==> src/rtl/core/wmtp_pkg.sv <==
// Shared types, constants and byte-class helpers for the markup tag parser.
// No dependencies; imported by wmtp_scan, wiki_markup_tag_parser_core and the testbench.
package wmtp_pkg;

  localparam int unsigned WMTP_MAX_LEN = 1024;

  localparam int unsigned FLD_W = 10;   // offset and length fields
  localparam int unsigned TOT_W = 11;   // total tag length

  localparam logic [7:0] CH_LBRACE  = 8'h7B;
  localparam logic [7:0] CH_RBRACE  = 8'h7D;
  localparam logic [7:0] CH_COLON   = 8'h3A;
  localparam logic [7:0] CH_NEWLINE = 8'h0A;
  localparam logic [7:0] CH_NUL     = 8'h00;
  localparam logic [7:0] CH_SPACE   = 8'h20;
  localparam logic [7:0] CH_TAB     = 8'h09;
  localparam logic [7:0] CH_CR      = 8'h0D;

  typedef enum logic [2:0] {
    PH_DONE  = 3'd0,
    PH_TYPE  = 3'd1,
    PH_SKIP1 = 3'd2,
    PH_KEY   = 3'd3,
    PH_SKIP2 = 3'd4,
    PH_ARGS  = 3'd5
  } phase_t;

  typedef struct packed {
    logic             matched;
    logic [FLD_W-1:0] type_len;
    logic [FLD_W-1:0] key_start;
    logic [FLD_W-1:0] key_len;
    logic [FLD_W-1:0] args_start;
    logic [FLD_W-1:0] args_len;
    logic [TOT_W-1:0] total_len;
  } scan_res_t;

  function automatic logic is_letter(input logic [7:0] c);
    return ((c >= 8'h41) && (c <= 8'h5A)) || ((c >= 8'h61) && (c <= 8'h7A));
  endfunction

  function automatic logic is_blank(input logic [7:0] c);
    return (c == CH_SPACE) || ((c >= CH_TAB) && (c <= CH_CR));
  endfunction

endpackage

==> src/rtl/core/wiki_markup_tag_parser_core.sv <==
// Markup tag parser: one text byte per beat in, one result beat per decided candidate.
// Each byte is registered, decided by the scan, and its result registered before out_tvalid rises.
// Input takes one byte per cycle while no result waits; the scan state updates once per byte in wmtp_scan.
// A waiting result holds the scan stage; the input register still takes one more byte,
// then in_tready drops until the result beat goes. Reset (rst_n low, synchronous) empties
// both registers and leaves the scanner idle until a beat with the first flag arrives.
module wiki_markup_tag_parser_core #(
  parameter int unsigned MAX_LEN = wmtp_pkg::WMTP_MAX_LEN
) (
  input  logic        clk,
  input  logic        rst_n,
  // byte stream
  input  logic        in_tvalid,
  output logic        in_tready,
  input  logic [7:0]  in_tdata,   // [7:0] char_byte
  input  logic        in_tuser,   // [0] first
  // results
  output logic        out_tvalid,
  input  logic        out_tready,
  output logic [63:0] out_tdata,  // [9:0] type_len, [19:10] key_start, [29:20] key_len,
                                  // [39:30] args_start, [49:40] args_len,
                                  // [60:50] total_len, [63:61] zero
  output logic        out_tuser   // [0] matched
);
  import wmtp_pkg::*;

  logic       s0_valid_r, s0_valid_nxt;
  logic [7:0] s0_byte_r;
  logic       s0_first_r;
  logic       in_fire, advance, s0_fire;

  logic       scan_emit;
  scan_res_t  scan_res;

  logic       out_valid_r, out_valid_nxt;
  scan_res_t  out_res_r;

  // the scan stage moves whenever the result register is free or being drained
  assign advance   = !out_valid_r || out_tready;
  assign s0_fire   = s0_valid_r && advance;
  assign in_tready = !s0_valid_r || advance;
  assign in_fire   = in_tvalid && in_tready;

  assign s0_valid_nxt  = in_fire ? 1'b1 : (advance ? 1'b0 : s0_valid_r);
  assign out_valid_nxt = advance ? (s0_fire && scan_emit) : out_valid_r;

  always_ff @(posedge clk) begin
    if (!rst_n) begin
      s0_valid_r <= 1'b0;
    end else begin
      s0_valid_r <= s0_valid_nxt;
    end
  end

  always_ff @(posedge clk) begin
    if (in_fire) begin
      s0_byte_r  <= in_tdata;
      s0_first_r <= in_tuser;
    end
  end

  wmtp_scan #(
    .MAX_LEN (MAX_LEN)
  ) u_scan (
    .clk       (clk),
    .rst_n     (rst_n),
    .step      (s0_fire),
    .char_byte (s0_byte_r),
    .first     (s0_first_r),
    .emit      (scan_emit),
    .res       (scan_res)
  );

  // result register
  always_ff @(posedge clk) begin
    if (!rst_n) begin
      out_valid_r <= 1'b0;
    end else begin
      out_valid_r <= out_valid_nxt;
    end
  end

  always_ff @(posedge clk) begin
    if (s0_fire && scan_emit) begin
      out_res_r <= scan_res;
    end
  end

  assign out_tvalid = out_valid_r;
  assign out_tuser  = out_res_r.matched;
  assign out_tdata  = {3'b000, out_res_r.total_len, out_res_r.args_len,
                       out_res_r.args_start, out_res_r.key_len,
                       out_res_r.key_start, out_res_r.type_len};

`ifndef SYNTHESIS
  // a failed candidate carries all-zero fields
  a_fail_zero: assert property (@(posedge clk) disable iff (!rst_n)
    (out_valid_r && !out_res_r.matched) |-> (out_tdata == 64'd0))
    else $error("failure result with non-zero fields");

  // input stalls only when both stages are full and the output is blocked
  a_stall_cause: assert property (@(posedge clk) disable iff (!rst_n)
    !in_tready |-> (s0_valid_r && out_valid_r && !out_tready))
    else $error("input stalled without a full pipeline");

  // a first byte other than an opening brace yields an immediate failure beat
  a_bad_open: assert property (@(posedge clk) disable iff (!rst_n)
    (s0_fire && s0_first_r && (s0_byte_r != CH_LBRACE)) |=>
      (out_valid_r && !out_res_r.matched))
    else $error("missing failure for bad opening byte");
`endif

endmodule

==> src/rtl/core/wmtp_scan.sv <==
// Scan state machine and per-byte datapath of the markup tag parser.
// Holds phase, position, nesting depth and saved offsets; uses wmtp_pkg.
module wmtp_scan #(
  parameter int unsigned MAX_LEN = wmtp_pkg::WMTP_MAX_LEN
) (
  input  logic                clk,
  input  logic                rst_n,
  input  logic                step,
  input  logic [7:0]          char_byte,
  input  logic                first,
  output logic                emit,
  output wmtp_pkg::scan_res_t res
);
  import wmtp_pkg::*;

  localparam int unsigned PW = $clog2(MAX_LEN + 1);

  phase_t           phase_r, phase_nxt;
  logic [PW-1:0]    pos_r, pos_nxt;
  logic [PW-1:0]    depth_r, depth_nxt;
  logic [FLD_W-1:0] stl_r, stl_nxt;
  logic [FLD_W-1:0] sks_r, sks_nxt;
  logic [FLD_W-1:0] skl_r, skl_nxt;
  logic [FLD_W-1:0] sas_r, sas_nxt;

  logic             is_obr, is_cbr, is_colon, is_stop, letter, blank;
  logic             too_long, closes;
  logic [31:0]      pos_w, pos_p1;
  logic [FLD_W-1:0] i_f;
  logic [TOT_W-1:0] tot;

  assign is_obr   = (char_byte == CH_LBRACE);
  assign is_cbr   = (char_byte == CH_RBRACE);
  assign is_colon = (char_byte == CH_COLON);
  assign is_stop  = (char_byte == CH_NEWLINE) || (char_byte == CH_NUL);
  assign letter   = is_letter(char_byte);
  assign blank    = is_blank(char_byte);
  assign too_long = (pos_r >= PW'(MAX_LEN));
  // depth only rises on '{', so a '}' at depth one is the only close
  assign closes   = is_cbr && (depth_r == PW'(1));

  assign pos_w  = 32'(pos_r);
  assign pos_p1 = pos_w + 32'd1;
  assign i_f    = pos_w[FLD_W-1:0];
  assign tot    = pos_p1[TOT_W-1:0];

  // next phase
  always_comb begin
    phase_nxt = phase_r;
    if (first) begin
      phase_nxt = is_obr ? PH_TYPE : PH_DONE;
    end else if (phase_r != PH_DONE) begin
      if (too_long) begin
        phase_nxt = PH_DONE;
      end else begin
        unique case (phase_r)
          PH_TYPE: begin
            if (letter)        phase_nxt = PH_TYPE;
            else if (is_colon) phase_nxt = PH_SKIP1;
            else               phase_nxt = PH_DONE;
          end
          PH_SKIP1: begin
            if (is_stop)     phase_nxt = PH_DONE;
            else if (blank)  phase_nxt = PH_SKIP1;
            else if (closes) phase_nxt = PH_DONE;
            else             phase_nxt = PH_KEY;
          end
          PH_KEY: begin
            if (is_stop)     phase_nxt = PH_DONE;
            else if (blank)  phase_nxt = PH_SKIP2;
            else if (closes) phase_nxt = PH_DONE;
            else             phase_nxt = PH_KEY;
          end
          PH_SKIP2: begin
            if (is_stop)     phase_nxt = PH_DONE;
            else if (blank)  phase_nxt = PH_SKIP2;
            else if (closes) phase_nxt = PH_DONE;
            else             phase_nxt = PH_ARGS;
          end
          PH_ARGS: begin
            if (is_stop || closes) phase_nxt = PH_DONE;
            else                   phase_nxt = PH_ARGS;
          end
          default: phase_nxt = PH_DONE;
        endcase
      end
    end
  end

  // datapath and result
  always_comb begin
    pos_nxt   = pos_r;
    depth_nxt = depth_r;
    stl_nxt   = stl_r;
    sks_nxt   = sks_r;
    skl_nxt   = skl_r;
    sas_nxt   = sas_r;
    emit      = 1'b0;
    res       = '0;
    if (first) begin
      pos_nxt   = PW'(1);
      depth_nxt = PW'(1);
      stl_nxt   = '0;
      sks_nxt   = '0;
      skl_nxt   = '0;
      sas_nxt   = '0;
      emit      = !is_obr;
    end else if (phase_r != PH_DONE) begin
      if (too_long) begin
        emit = 1'b1;
      end else begin
        pos_nxt = pos_p1[PW-1:0];
        // nesting is tracked on every non-blank byte in key/args phases
        if (((phase_r == PH_SKIP1 || phase_r == PH_SKIP2) && !is_stop && !blank) ||
            (phase_r == PH_KEY && !is_stop && !blank) ||
            (phase_r == PH_ARGS && !is_stop)) begin
          if (is_cbr)      depth_nxt = depth_r - PW'(1);
          else if (is_obr) depth_nxt = depth_r + PW'(1);
        end
        case (phase_r)
          PH_TYPE: begin
            if (is_cbr) begin
              emit           = 1'b1;
              res.matched    = 1'b1;
              res.type_len   = i_f - FLD_W'(1);
              res.key_start  = FLD_W'(1);
              res.key_len    = i_f - FLD_W'(1);
              res.args_start = FLD_W'(1);
              res.args_len   = i_f - FLD_W'(1);
              res.total_len  = tot;
            end else if (is_colon) begin
              stl_nxt = i_f - FLD_W'(1);
            end else if (!letter) begin
              emit = 1'b1;
            end
          end
          PH_SKIP1: begin
            if (is_stop) begin
              emit = 1'b1;
            end else if (!blank) begin
              sks_nxt = i_f;
              if (closes) begin
                emit           = 1'b1;
                res.matched    = 1'b1;
                res.type_len   = stl_r;
                res.key_start  = i_f;
                res.args_start = i_f;
                res.total_len  = tot;
              end
            end
          end
          PH_KEY: begin
            if (is_stop) begin
              emit = 1'b1;
            end else if (blank) begin
              skl_nxt = i_f - sks_r;
            end else if (closes) begin
              emit           = 1'b1;
              res.matched    = 1'b1;
              res.type_len   = stl_r;
              res.key_start  = sks_r;
              res.key_len    = i_f - sks_r;
              res.args_start = sks_r;
              res.args_len   = i_f - sks_r;
              res.total_len  = tot;
            end
          end
          PH_SKIP2: begin
            if (is_stop) begin
              emit = 1'b1;
            end else if (!blank) begin
              sas_nxt = i_f;
              if (closes) begin
                emit           = 1'b1;
                res.matched    = 1'b1;
                res.type_len   = stl_r;
                res.key_start  = sks_r;
                res.key_len    = skl_r;
                res.args_start = i_f;
                res.total_len  = tot;
              end
            end
          end
          PH_ARGS: begin
            if (is_stop) begin
              emit = 1'b1;
            end else if (closes) begin
              emit           = 1'b1;
              res.matched    = 1'b1;
              res.type_len   = stl_r;
              res.key_start  = sks_r;
              res.key_len    = skl_r;
              res.args_start = sas_r;
              res.args_len   = i_f - sas_r;
              res.total_len  = tot;
            end
          end
          default: ;
        endcase
      end
    end
  end

  always_ff @(posedge clk) begin
    if (!rst_n) begin
      phase_r <= PH_DONE;
      pos_r   <= '0;
      depth_r <= PW'(1);
      stl_r   <= '0;
      sks_r   <= '0;
      skl_r   <= '0;
      sas_r   <= '0;
    end else if (step) begin
      phase_r <= phase_nxt;
      pos_r   <= pos_nxt;
      depth_r <= depth_nxt;
      stl_r   <= stl_nxt;
      sks_r   <= sks_nxt;
      skl_r   <= skl_nxt;
      sas_r   <= sas_nxt;
    end
  end

endmodule

==> config.mk <==
export PLATFORM = sky130hd
export DESIGN_NAME = wiki_markup_tag_parser_core
export DESIGN_NICKNAME = d
export VERILOG_FILES = /design/src/rtl/core/wmtp_pkg.sv /design/src/rtl/core/wiki_markup_tag_parser_core.sv /design/src/rtl/core/wmtp_scan.sv
export SDC_FILE = /design/constraint.sdc
export NUM_CORES = 1
export LEC_CHECK = 0
export BUFFER_PORTS_ARGS = -buffer_cell sky130_fd_sc_hd__clkbuf_2
export CORE_MARGIN = 10
export CORE_UTILIZATION = 45
export DETAILED_ROUTE_END_ITERATION = 10
export PLACE_DENSITY = 0.65
export SYNTH_ARGS = -nofsm -noshare
export SYNTH_HDL_FRONTEND = slang
export SYNTH_SLANG_ARGS = --single-unit
==> constraint.sdc <==
create_clock -name clk -period 6.3 [get_ports clk]
set_clock_uncertainty 0.1 [all_clocks]
set_input_delay 1.26 -clock clk [delete_from_list [all_inputs] [get_ports clk]]
set_output_delay 1.26 -clock clk [all_outputs]
set_load 0.01 [all_outputs]
==> impl_metrics.env <==
export IMPL_reg2reg_slack_ps=2990
export IMPL_cts_setup_buffers=0
export IMPL_gp_congestion=0.956
export IMPL_whs_ps=354
export IMPL_hold_viol_final=0
export IMPL_outcome="complete, no violations"
export IMPL_startpoint_type="register"
export IMPL_grt_pass1_vias=5914
export IMPL_hp_class="reg2reg"
export IMPL_routed_wl_um=19300
export IMPL_drtAntennaViolNets=0
export IMPL_clock_path_buffers=2
export IMPL_r2r_start="s0_byte_r[2]"
export IMPL_p_sw_mw=0.474
export IMPL_insertion_delay_ps=430
export IMPL_htree_num_levels=4
export IMPL_placed_cells=1026
export IMPL_cts_tree="yes"
export IMPL_num_rows=47
export IMPL_pin_count=80
export IMPL_crit_path_start="s0_byte_r[2]"
export IMPL_fin_nets=864
export IMPL_drc_errors=0
export IMPL_rr_worst_depth=6
export IMPL_r2r_end="out_tdata[18]"
export IMPL_pwr_share_comb_pct=4.3
export IMPL_dpl_worst_slack_ps=2650
export IMPL_grt_total_usage_pct=17.4
export IMPL_layout_common_cells="clkbuf_2, edfxtp_1, dfxtp_1, nand2_1, a21oi_1"
export IMPL_drtIter0Drc=567
export IMPL_overflow=0
export IMPL_slew_headroom_pct=17.9
export IMPL_crit_arrival_ps=3300
export IMPL_hp_start="u_scan.skl_r[2]"
export IMPL_synth_edf_count=71
export IMPL_post_route_period_util_pct=52.6
export IMPL_dp_hpwl_um=13700
export IMPL_fin_crit_ps=3310
export IMPL_synth_area_um2=7520
export IMPL_clk_pin_slew_ps=60
export IMPL_holdPathStages=2
export IMPL_grt_pass1_wl_um=31100
export IMPL_max_freq_mhz=302
export IMPL_cts_sinks=138
export IMPL_power_density_nw_per_um2=239
export IMPL_rsz0062_at_grt="no"
export IMPL_numCtsBuffers=17
export IMPL_post_synth_top_area_cell="edfxtp_1"
export IMPL_swShare_pct=23.2
export IMPL_grt_max_degree=40
export IMPL_p_int_mw=1.57
export IMPL_async_reset_ff_share_pct=0
export IMPL_dr_pass1_iters=5
export IMPL_syn_to_final_growth_pct=13.4
export IMPL_end_kind="register"
export IMPL_setup_ws_ps=2990
export IMPL_start_util_pct=45.7
export IMPL_die_x_um=149
export IMPL_final_common_cell="clkbuf_2"
export IMPL_hold_buffers=0
export IMPL_wl_met3_um=1210
export IMPL_core_area_um2=16500
export IMPL_viasPerCell=5.80
export IMPL_routed_via_count=6132
export IMPL_cp_max_fo=32
export IMPL_antenna_found_initial=0
export IMPL_setup_viol=0
export IMPL_p_leak_nw=2.78
export IMPL_synth_area_leaders="edfxtp_1, dfxtp_1, ha_1"
export IMPL_die_area_um2=22300
export IMPL_synth_avg_cell_area_um2=9.71
export IMPL_irDropWorstVdd_mv=0.196
export IMPL_seqPwrFrac_pct=47.5
export IMPL_wl_met2_um=8740
export IMPL_ys_seq_area_share_pct=46.2
export IMPL_fin_setup_tns_ps=0
export IMPL_layout_drive_gt1_share_pct=16.7
export IMPL_wl_per_cell_um=18.2
export IMPL_synth_top_area_share_pct=28.3
export IMPL_path_class="reg2reg"
export IMPL_worst_slew_pin_slew_ps=1220
export IMPL_synthCells=775
export IMPL_required_ps=6290
export IMPL_slew_viol_final=0
export IMPL_stdcell_count=1058
export IMPL_synth_warning_count=0
export IMPL_diodes=0
export IMPL_synth_seq_cells=138
export IMPL_clockRootBuffer="clkbuf_16"
export IMPL_synth_main_ff_cell="edfxtp_1"
export IMPL_yosysUniqueCellTypes=75
export IMPL_holdPathEnd="u_scan.skl_r[2]"
export IMPL_cts_resized=0
export IMPL_pwr_share_clk_pct=48.3
export IMPL_route_top_layer_used="met4"
export IMPL_die_h_um=149
export IMPL_met1_length_um=8890
export IMPL_drv_cap=0
export IMPL_io_buffers=76
## area by class of cell
class | count | area (um2)
clock inverters | 14 | 148
well taps | 220 | 275
flip-flops and latches | 138 | 3470
fillers | 1521 | 7930
clock buffers | 18 | 429
inverters | 30 | 113
repair buffers | 81 | 418
multi-input cells | 557 | 3680
## how the worst max path moves through the flow
stage / end / slack [ps]
after floorplan: out_tdata[0] / 2670
after global placement: out_tdata[10] / 2810
after detailed placement: out_tdata[10] / 2650
final: out_tdata[18] / 2990
after CTS: out_tdata[18] / 2930
after global routing: out_tdata[18] / 2680
## sequential cells by signal, summed over array words and instances (netlist names)
signal,count
u_scan.stl_r,10
u_scan.phase_r,3
s0_valid_r,1
u_scan.sas_r,10
s0_byte_r,8
u_scan.pos_r,11
out_tdata,61
s0_first_r,1
u_scan.depth_r,11
u_scan.sks_r,10
out_tuser,1
u_scan.skl_r,10
out_tvalid,1
## power groups by stage
stage / sequential [mW] / combinational [mW] / clock [mW]
5_1_grt: 0.971 / 0.0967 / 1.05
2_1_floorplan: 0.990 / 0.0582 / 0
6_report: 0.970 / 0.0876 / 0.986
3_3_place_gp: 0.988 / 0.0861 / 0
4_1_cts: 0.970 / 0.0884 / 1.00
3_5_place_dp: 0.989 / 0.0882 / 0
## metal layers
metal,global-route usage [%],vias up
li1,-,2968
met1,22.9,2893
met2,26.8,238
met3,4.22,33
met4,7.36,0
met5,0,-
## per-stage QoR
| step | utilization (%) | power, mW | instance area (um2) |
|---|---|---|---|
| 2_1_floorplan | - | 1.05 | 7530 |
| 5_1_grt | 51.8 | 2.12 | 8540 |
| 3_5_place_dp | 48.3 | 1.08 | 7960 |
| 3_3_place_gp | 48.3 | 1.07 | 7960 |
| 4_1_cts | 51.8 | 2.06 | 8540 |
| 6_report | 51.8 | 2.04 | 8540 |
## Yosys cell counts (10+ instances only)
cell type	n
edfxtp_1	71
dfxtp_1	67
nand2_1	65
a21oi_1	54
nor2_1	39
o21ai_0	33
a22o_1	30
inv_1	29
a22oi_1	28
clkbuf_1	26
ha_1	24
nand3_1	24
nor2b_1	22
nor3_1	19
buf_2	15
or3_1	15
xnor2_1	15
xor2_1	15
nand3b_1	13
o21a_1	13
a31oi_1	12
and3_1	10
## critical path, cell delays in order (launching register included)
cell	delay [ps]
edfxtp_1	540
nor4_2	410
nor4b_2	560
a2bb2oi_1	230
o21bai_1	100
inv_2	490
buf_4	480
## kinds of logic (layout without fill, tap and decap cells)
group	count (synthesis)	in the layout	share of synthesized area, %
buffers and inverters	82	143	5.17
AND/OR/NAND/NOR	263	263	19.1
other	1	3	0.0498
adder cells (fa/ha/maj)	26	26	4.52
AO/OA/AOI/OAI	227	227	20.3
XOR/XNOR	30	30	3.49
flip-flops	138	138	46.2
multiplexers	8	8	1.20
Note: power is estimated with default switching activity, not from simulation.
